<file path="config.mk">
export PLATFORM = sky130hd
export DESIGN_NAME = hsl_to_rgb_converter
export DESIGN_NICKNAME = d
export VERILOG_FILES = /design/src/rtl/core/hsl_pkg.sv /design/src/rtl/core/hsl_levels.sv /design/src/rtl/core/hsl_channel.sv /design/src/rtl/core/hsl_to_rgb_converter.sv
export VERILOG_INCLUDE_DIRS = /design/src /design/src/rtl/core
export SDC_FILE = /design/constraint.sdc
export NUM_CORES = 2
export LEC_CHECK = 0
export BUFFER_PORTS_ARGS = -buffer_cell sky130_fd_sc_hd__buf_2
export CAP_MARGIN = 20
export CORE_AREA = 2 2 289 291
export DETAILED_ROUTE_END_ITERATION = 12
export DIE_AREA = 0 0 291 293
export PLACE_DENSITY = 0.71
export SKIP_CTS_REPAIR_TIMING = 1
export SLEW_MARGIN = 20
export SYNTH_ARGS = -nofsm -noshare
export SYNTH_HDL_FRONTEND = slang
export SYNTH_SLANG_ARGS = --single-unit
</file>
<file path="constraint.sdc">
create_clock -name clk -period 11.7 [get_ports clk]
set_input_delay 1.755 -clock clk [delete_from_list [all_inputs] [get_ports clk]]
set_output_delay 1.755 -clock clk [all_outputs]
set_load 0.005 [all_outputs]
</file>
<file path="src/rtl/core/assert_macros.svh">
// Assertion macros shared by the RTL of the color converter.
// Each macro expects signals clk and rst in the scope where it is used.
`ifndef ASSERT_MACROS_SVH
`define ASSERT_MACROS_SVH

// Same-cycle implication, checked outside reset.
`define ASSERT_IMPL(label, ante, cons) \
  label: assert property (@(posedge clk) disable iff (rst) (ante) |-> (cons)) \
    else $error("same-cycle check failed");

// Next-cycle implication, checked outside reset.
`define ASSERT_NEXT(label, ante, cons) \
  label: assert property (@(posedge clk) disable iff (rst) (ante) |=> (cons)) \
    else $error("next-cycle check failed");

`endif

</file>
<file path="src/rtl/core/hsl_pkg.sv">
// Shared types and stage numbering for the HSL to RGB converter pipeline.
// No dependencies.
`timescale 1ns / 1ps

package hsl_pkg;

  // Pipeline stages: A clamp and L*S, B m1/m2 and ramp decode,
  // C ramp product, D channel level, E scale to 8 bits.
  localparam int NUM_STAGES = 5;
  localparam int STG_A = 0;
  localparam int STG_B = 1;
  localparam int STG_C = 2;
  localparam int STG_D = 3;
  localparam int STG_E = 4;

  // Hue ramp segment.
  typedef enum logic [1:0] {
    SEG_RISE,
    SEG_HIGH,
    SEG_FALL,
    SEG_LOW
  } seg_t;

  // Per-stage load enables from the pipeline control.
  typedef struct packed {
    logic [NUM_STAGES-1:0] load;
  } pipe_ctl_t;

endpackage

</file>
<file path="src/rtl/core/hsl_levels.sv">
// Lightness/saturation path: clamps inputs, forms L*S, then m1, m2 and m2-m1.
// Depends on hsl_pkg.
`timescale 1ns / 1ps

module hsl_levels #(
  parameter int FRAC_BITS = 12
) (
  input  logic                  clk,
  input  hsl_pkg::pipe_ctl_t    ctl,
  input  logic [FRAC_BITS:0]    lightness,
  input  logic [FRAC_BITS:0]    saturation,
  output logic [FRAC_BITS:0]    diff_b,
  output logic [FRAC_BITS:0]    m1_c,
  output logic [FRAC_BITS:0]    m2_c
);

  localparam int W = FRAC_BITS + 1;
  localparam logic [W-1:0] ONE  = {1'b1, {FRAC_BITS{1'b0}}};
  localparam logic [W-1:0] HALF = ONE >> 1;

  logic [W-1:0]   l_clamp, s_clamp;
  logic [2*W-1:0] ls_full;
  logic [W-1:0]   l_a, s_a, ls_a;
  logic [W-1:0]   s_minus_ls;
  logic [W:0]     m2_w, m1_w, diff_w;
  logic [W-1:0]   m1_b, m2_b;

  // Stage A: clamp to 1.0 and truncated product
  always_comb begin
    l_clamp = (lightness > ONE) ? ONE : lightness;
    s_clamp = (saturation > ONE) ? ONE : saturation;
    ls_full = l_clamp * s_clamp;
  end

  always_ff @(posedge clk) begin
    if (ctl.load[hsl_pkg::STG_A]) begin
      l_a  <= l_clamp;
      s_a  <= s_clamp;
      ls_a <= ls_full[FRAC_BITS +: W];
    end
  end

  // Stage B: m2 = L+LS or L+S-LS, m1 = 2L-m2, all within [0, 1.0]
  always_comb begin
    s_minus_ls = s_a - ls_a;
    if (l_a <= HALF) begin
      m2_w   = {1'b0, l_a} + {1'b0, ls_a};
      diff_w = {ls_a, 1'b0};
    end else begin
      m2_w   = {1'b0, l_a} + {1'b0, s_a} - {1'b0, ls_a};
      diff_w = {s_minus_ls, 1'b0};
    end
    m1_w = {l_a, 1'b0} - m2_w;
  end

  always_ff @(posedge clk) begin
    if (ctl.load[hsl_pkg::STG_B]) begin
      m1_b   <= m1_w[W-1:0];
      m2_b   <= m2_w[W-1:0];
      diff_b <= diff_w[W-1:0];
    end
  end

  // Stage C: carry levels alongside the ramp product
  always_ff @(posedge clk) begin
    if (ctl.load[hsl_pkg::STG_C]) begin
      m1_c <= m1_b;
      m2_c <= m2_b;
    end
  end

endmodule

</file>
<file path="src/rtl/core/hsl_channel.sv">
// One color channel: hue ramp decode, ramp product, level select, 8-bit scale.
// Depends on hsl_pkg; m1/m2/diff come from hsl_levels.
`timescale 1ns / 1ps

module hsl_channel #(
  parameter int FRAC_BITS = 12
) (
  input  logic                  clk,
  input  hsl_pkg::pipe_ctl_t    ctl,
  input  logic [FRAC_BITS-1:0]  hue_shift,
  input  logic [FRAC_BITS:0]    diff_b,
  input  logic [FRAC_BITS:0]    m1_c,
  input  logic [FRAC_BITS:0]    m2_c,
  output logic [7:0]            level
);

  localparam int W = FRAC_BITS + 1;
  localparam logic [W-1:0] ONE = {1'b1, {FRAC_BITS{1'b0}}};
  localparam logic [FRAC_BITS-1:0] TWO_THIRDS =
    FRAC_BITS'((2 * (1 << FRAC_BITS)) / 3);

  logic [FRAC_BITS-1:0] h_a;
  logic [FRAC_BITS+2:0] h6, t6;
  logic [FRAC_BITS+1:0] h3;
  logic [FRAC_BITS-1:0] t;
  hsl_pkg::seg_t        seg_w, seg_b, seg_c, seg_d_unused_guard;
  logic [W-1:0]         factor_w, factor_b;
  logic [2*W-1:0]       prod_full;
  logic [W-1:0]         prod_c;
  logic [W:0]           sum_w;
  logic [W-1:0]         v_w, v_d;
  logic [W+7:0]         scaled;

  assign seg_d_unused_guard = seg_c;

  // Stage A: register the shifted hue
  always_ff @(posedge clk) begin
    if (ctl.load[hsl_pkg::STG_A]) begin
      h_a <= hue_shift;
    end
  end

  // Stage B: segment decode and slope factor (6h or 6(2/3-h))
  always_comb begin
    h6 = ({3'b000, h_a} << 2) + ({3'b000, h_a} << 1);
    h3 = ({2'b00, h_a} << 1) + {2'b00, h_a};
    t  = TWO_THIRDS - h_a;
    t6 = ({3'b000, t} << 2) + ({3'b000, t} << 1);
    if (h6 < {2'b00, ONE}) begin
      seg_w    = hsl_pkg::SEG_RISE;
      factor_w = h6[W-1:0];
    end else if (!h_a[FRAC_BITS-1]) begin
      seg_w    = hsl_pkg::SEG_HIGH;
      factor_w = '0;
    end else if (h3 < {ONE, 1'b0}) begin
      seg_w    = hsl_pkg::SEG_FALL;
      factor_w = t6[W-1:0];
    end else begin
      seg_w    = hsl_pkg::SEG_LOW;
      factor_w = '0;
    end
  end

  always_ff @(posedge clk) begin
    if (ctl.load[hsl_pkg::STG_B]) begin
      seg_b    <= seg_w;
      factor_b <= factor_w;
    end
  end

  // Stage C: (m2-m1)*factor, truncated
  assign prod_full = diff_b * factor_b;

  always_ff @(posedge clk) begin
    if (ctl.load[hsl_pkg::STG_C]) begin
      seg_c  <= seg_b;
      prod_c <= prod_full[FRAC_BITS +: W];
    end
  end

  // Stage D: channel level in [0, 1.0]
  always_comb begin
    sum_w = {1'b0, m1_c} + {1'b0, prod_c};
    case (seg_d_unused_guard)
      hsl_pkg::SEG_RISE, hsl_pkg::SEG_FALL: v_w = sum_w[W-1:0];
      hsl_pkg::SEG_HIGH:                    v_w = m2_c;
      default:                              v_w = m1_c;
    endcase
  end

  always_ff @(posedge clk) begin
    if (ctl.load[hsl_pkg::STG_D]) begin
      v_d <= v_w;
    end
  end

  // Stage E: floor(v*255) as v*256 - v
  assign scaled = {v_d, 8'b0} - {8'b0, v_d};

  always_ff @(posedge clk) begin
    if (ctl.load[hsl_pkg::STG_E]) begin
      level <= scaled[FRAC_BITS +: 8];
    end
  end

endmodule

</file>
<file path="src/rtl/core/hsl_to_rgb_converter.sv">
// Top level of the HSL to RGB converter: pipeline control and hue offsets.
// Depends on hsl_pkg, hsl_levels, hsl_channel and assert_macros.svh.
`timescale 1ns / 1ps
//
//  channel | handshake             | payload
//  --------+-----------------------+-------------------------------------
//  in      | in_valid / in_stall   | hue, lightness, saturation
//  out     | out_valid / out_stall | red, green, blue
//
//  Five register stages (A..E), one item taken per cycle while in_stall is low;
//  an item moves through A, B, C, D and E in order; stage E is the output reg.
//  The stages are split around the two multipliers (L*S in A, ramp slope
//  product in C). Valid bits move with the data and a stage loads
//  when empty or draining, so in_stall rises only when all five stages are full
//  and out_stall is high. rst clears the valid bits only; data is not reset.

`include "assert_macros.svh"

module hsl_to_rgb_converter #(
  parameter int FRAC_BITS = 12
) (
  input  logic                 clk,
  input  logic                 rst,
  input  logic                 in_valid,
  output logic                 in_stall,
  input  logic [FRAC_BITS-1:0] hue,
  input  logic [FRAC_BITS:0]   lightness,
  input  logic [FRAC_BITS:0]   saturation,
  output logic                 out_valid,
  input  logic                 out_stall,
  output logic [7:0]           red,
  output logic [7:0]           green,
  output logic [7:0]           blue
);

  localparam int NS = hsl_pkg::NUM_STAGES;
  localparam logic [FRAC_BITS-1:0] THIRD = FRAC_BITS'((1 << FRAC_BITS) / 3);

  logic [NS-1:0]        vld;
  hsl_pkg::pipe_ctl_t   ctl;
  logic [FRAC_BITS-1:0] hue_r, hue_b;
  logic [FRAC_BITS:0]   diff_b, m1_c, m2_c;

  // A stage loads when it is empty or its contents move on.
  always_comb begin
    ctl.load[NS-1] = !vld[NS-1] || !out_stall;
    for (int k = NS - 2; k >= 0; k--) begin
      ctl.load[k] = !vld[k] || ctl.load[k+1];
    end
  end

  always_ff @(posedge clk) begin
    if (rst) begin
      vld <= '0;
    end else begin
      if (ctl.load[0]) begin
        vld[0] <= in_valid;
      end
      for (int k = 1; k < NS; k++) begin
        if (ctl.load[k]) begin
          vld[k] <= vld[k-1];
        end
      end
    end
  end

  assign in_stall  = !ctl.load[0];
  assign out_valid = vld[NS-1];

  // Hue offsets by +/- one third; wrap into [0, 1) falls out of the width.
  assign hue_r = hue + THIRD;
  assign hue_b = hue - THIRD;

  hsl_levels #(.FRAC_BITS(FRAC_BITS)) u_levels (
    .clk        (clk),
    .ctl        (ctl),
    .lightness  (lightness),
    .saturation (saturation),
    .diff_b     (diff_b),
    .m1_c       (m1_c),
    .m2_c       (m2_c)
  );

  hsl_channel #(.FRAC_BITS(FRAC_BITS)) u_red (
    .clk       (clk),
    .ctl       (ctl),
    .hue_shift (hue_r),
    .diff_b    (diff_b),
    .m1_c      (m1_c),
    .m2_c      (m2_c),
    .level     (red)
  );

  hsl_channel #(.FRAC_BITS(FRAC_BITS)) u_green (
    .clk       (clk),
    .ctl       (ctl),
    .hue_shift (hue),
    .diff_b    (diff_b),
    .m1_c      (m1_c),
    .m2_c      (m2_c),
    .level     (green)
  );

  hsl_channel #(.FRAC_BITS(FRAC_BITS)) u_blue (
    .clk       (clk),
    .ctl       (ctl),
    .hue_shift (hue_b),
    .diff_b    (diff_b),
    .m1_c      (m1_c),
    .m2_c      (m2_c),
    .level     (blue)
  );

  // Input backpressure only when every stage is occupied.
  `ASSERT_IMPL(a_stall_full, in_stall, (&vld) && out_stall)
  // An accepted item lands in stage A.
  `ASSERT_NEXT(a_accept_enters, in_valid && !in_stall, vld[0])
  // An item in stage D with an empty output stage shows up next cycle.
  `ASSERT_NEXT(a_fill_out, vld[hsl_pkg::STG_D] && !vld[hsl_pkg::STG_E], out_valid)
  // A taken result with nothing behind it leaves the output empty.
  `ASSERT_NEXT(a_drain_out, out_valid && !out_stall && !vld[hsl_pkg::STG_D], !out_valid)

endmodule
</file>
==> flow_summary.yaml <==
sta:
  max_slew_margin_pct: 27.9
  hold_violations: 0
  tns_ns: 0
  tightest_slew_ns: 1.08
  rsz0062_at_grt: "false"
  period_share_pct: 65.4
  clock_skew_ns: 0.0157
  setup_viol: 0
  fmax_ghz: 0.131
  fin_crit_ns: 7.65
  slew_violations: 0
setup_path:
  end_kind: "flip-flop"
  required_ns: 12.01
  reg2reg_from: "u_levels.diff_b[7]"
  setup.worst_path.end: "u_levels.ls_a[11]"
  crit_chain: "buf_2 > clkinv_1 > nand2_1 > clkinv_1 > nand2_1 > fa_1 > fa_1 > inv_1 > fa_1 > fa_1 > inv_1 > fa_1 > inv_1 > ha_1 > a21oi_1 > o21ai_1 > a2111oi_4 > nor4_1 > or3_4 > or3_1 > a31oi_1 > xnor2_1"
  slowest_delay_ns: 0.54
  critical_path_arrival_ns: 7.96
  r2r_slack_ns: 5.65
  path_max_fanout: 18
  setup.worst_path.start_class: "primary input"
  crit_start: "lightness[12]"
  cpMaxStageDelayCell: "fa_1"
  rr_endpoint: "u_green.prod_c[11]"
  reg2reg_depth: 19
  crit_top_cell: "fa_1"
  crit_type: "in2reg"
grt:
  antenna_found_initial: 1
  grt-ovfl-total: 0
  grt_max_degree: 81
  grt_pass1_vias: 26783
  grt_usage_pct: 19.6
  grt_pass1_wl_mm: 135
yosys:
  synth_seq_cells: 291
  synth-compound-area-share_pct: 8.81
  synthXorXnorAreaFrac_pct: 5.45
  synth-simple-area-share_pct: 14.1
  syn_nets: 4901
  synth_common_cells: "inv_1 (689), ha_1 (468), nand2_1 (464)"
  async_flop_share_pct: 0
  yosysTopAreaCellShare_pct: 23.3
  postSynthCellCount: 3954
  synth_fa_ha_area_share_pct: 38.9
  ys_seq_area_share_pct: 23.1
  yosysMostFrequentCell: "inv_1"
  yosys_warnings: 0
  ys.flop_type: "edfxtp_1"
  syn_avg_cell_area_sq_um: 9.50
  yosysUniqueCellTypes: 75
  synth_area_sq_mm: 0.0376
  synth_top_family_by_area: "adder cells"
  synthTopCellsByArea: "fa_1 (23%), edfxtp_1 (23%), ha_1 (16%)"
  synth_edf_count: 286
  synth.largest_area_cell: "fa_1"
  synthMuxAreaShare_pct: 1.34
drt:
  wire_per_inst_um: 16.4
  vias: 26665
  drcViolationCount: 0
  drt_pass1_iterations: 6
  vias_per_cell: 5.28
  dr.first_iter.drc_count: 1420
  ant_nets: 0
  totalWireLength_mm: 82.9
finish:
  fill_cells: 7408
  syn2layout_area_growth_pct: 6.87
  diodes: 0
  area.sequential_sq_mm: 0.00869
  nNetsFinal: 4898
  layout-drive-gt1-share_pct: 4.68
  fin_util_pct: 49.1
  multi_input_area_sq_mm: 0.0258
floorplanning:
  die_area_sq_mm: 0.0853
  core_region_area_sq_mm: 0.0818
  fp.dieW_um: 291
  start_util_pct: 45.9
  ios: 68
  rows: 105
  die_h_um: 293
hold_path:
  worstHoldPathType: "reg2reg"
  min-delay-start: "u_levels.m2_b[10]"
clock_network:
  clock_path_buffers: 3
  clock_latency_ns: 0.58
  cts.htree.levels: 2
  cts_tree: "yes"
  cts_inserted_buffers: 35
  root_buffer: "clkbuf_16"
  cts.sinks: 291
  clk_pin_slew_worst_paths_ns: 0.06
flow_run:
  cap_viol_max_count: 0
placed_design:
  portBuffers: 67
  globalplace.congestion: 0.880
  dp_hpwl_mm: 65.4
run_status:
  outcome: "finished, final reports clean"
-- how the worst min path moves through the flow --
stage | cells after the start | endpoint
2_1_floorplan | 0 | u_blue.seg_c[0]
6_report | 0 | u_levels.m2_c[10]
3_3_place_gp | 0 | u_levels.m1_c[5]
5_1_grt | 0 | u_levels.m2_c[6]
3_5_place_dp | 0 | u_levels.m1_c[1]
4_1_cts | 0 | u_levels.m2_c[10]
-- flip-flops by register name, summed over array words and instances (netlist names), 13 cells and up --
name and cells:
u_blue.prod_c 13, u_blue.v_d 13, u_green.prod_c 13, u_green.v_d 13, u_levels.l_a 13, u_levels.ls_a 13, u_levels.m2_b 13, u_levels.m2_c 13
u_levels.s_a 13, u_red.prod_c 13, u_red.v_d 13
-- layout by cell type, fill, tap and decap left out, types with 17 or more instances in the layout --
cell	instances
inv_1	689
ha_1	468
nand2_1	462
fa_1	437
edfxtp_1	286
nor2_1	227
and2_1	169
a21oi_1	168
xnor2_1	160
o21ai_0	80
xor2_1	74
buf_2	67
nor3_1	64
a21o_1	58
mux2i_1	40
o21a_1	35
clkbuf_16	35
nand3_1	33
nor2b_1	33
nand2b_1	30
buf_4	23
and3_1	22
or3_1	21
a31oi_1	20
a211oi_1	20
o31ai_1	17
-- layout make-up --
| class | instances | share of cell area [%] |
|---|---|---|
| flip-flops and latches | 291 | 21.6 |
| clock inverters | 23 | 0.726 |
| multi-input cells | 2830 | 64.2 |
| repair buffers | 91 | 1.29 |
| clock buffers | 39 | 2.24 |
| well taps | 1070 | 3.33 |
| inverters | 702 | 6.56 |
-- layer usage --
layer  wire, um  track usage (%)  share of wire [%]  vias to the layer above
li1           -                -                  -                    12801
met1      35800             25.2                 43                    13087
met2      40200             33.8                 49                      618
met3       3990             2.69                4.8                      157
met4       2880             6.95                3.5                        2
met5         11                0              0.013                        -
-- critical path, delay by kind of cell --
family	cells	cell delay [ns]
buf+inv	6	1.18
compound gates	4	0.95
fa+ha+maj	6	2.59
xor+xnor	1	0.09
simple gates	5	1.39
-- cells by family (layout without fill, tap and decap cells) --
group / Yosys count / in the layout
compound gates: 516 / 516
xor+xnor: 234 / 234
fa+ha+maj: 905 / 905
buf+inv: 833 / 855
flops: 291 / 291
mux: 49 / 49
simple gates: 1126 / 1126
-- through the flow --
stage,hold WS [ns],std cells,area (sq um),setup WS (ns)
2_1_floorplan,0.400,3954,37600,4.30
4_1_cts,0.403,5046,40100,4.17
5_1_grt,0.423,5046,40200,3.85
3_3_place_gp,0.402,4984,39000,3.62
3_5_place_dp,0.405,4984,39000,3.55
6_report,0.402,5046,40200,4.05
Power is left out: the tool's default activity adds up to more than one toggle a clock period on the data nets, which glitch-free logic cannot reach.
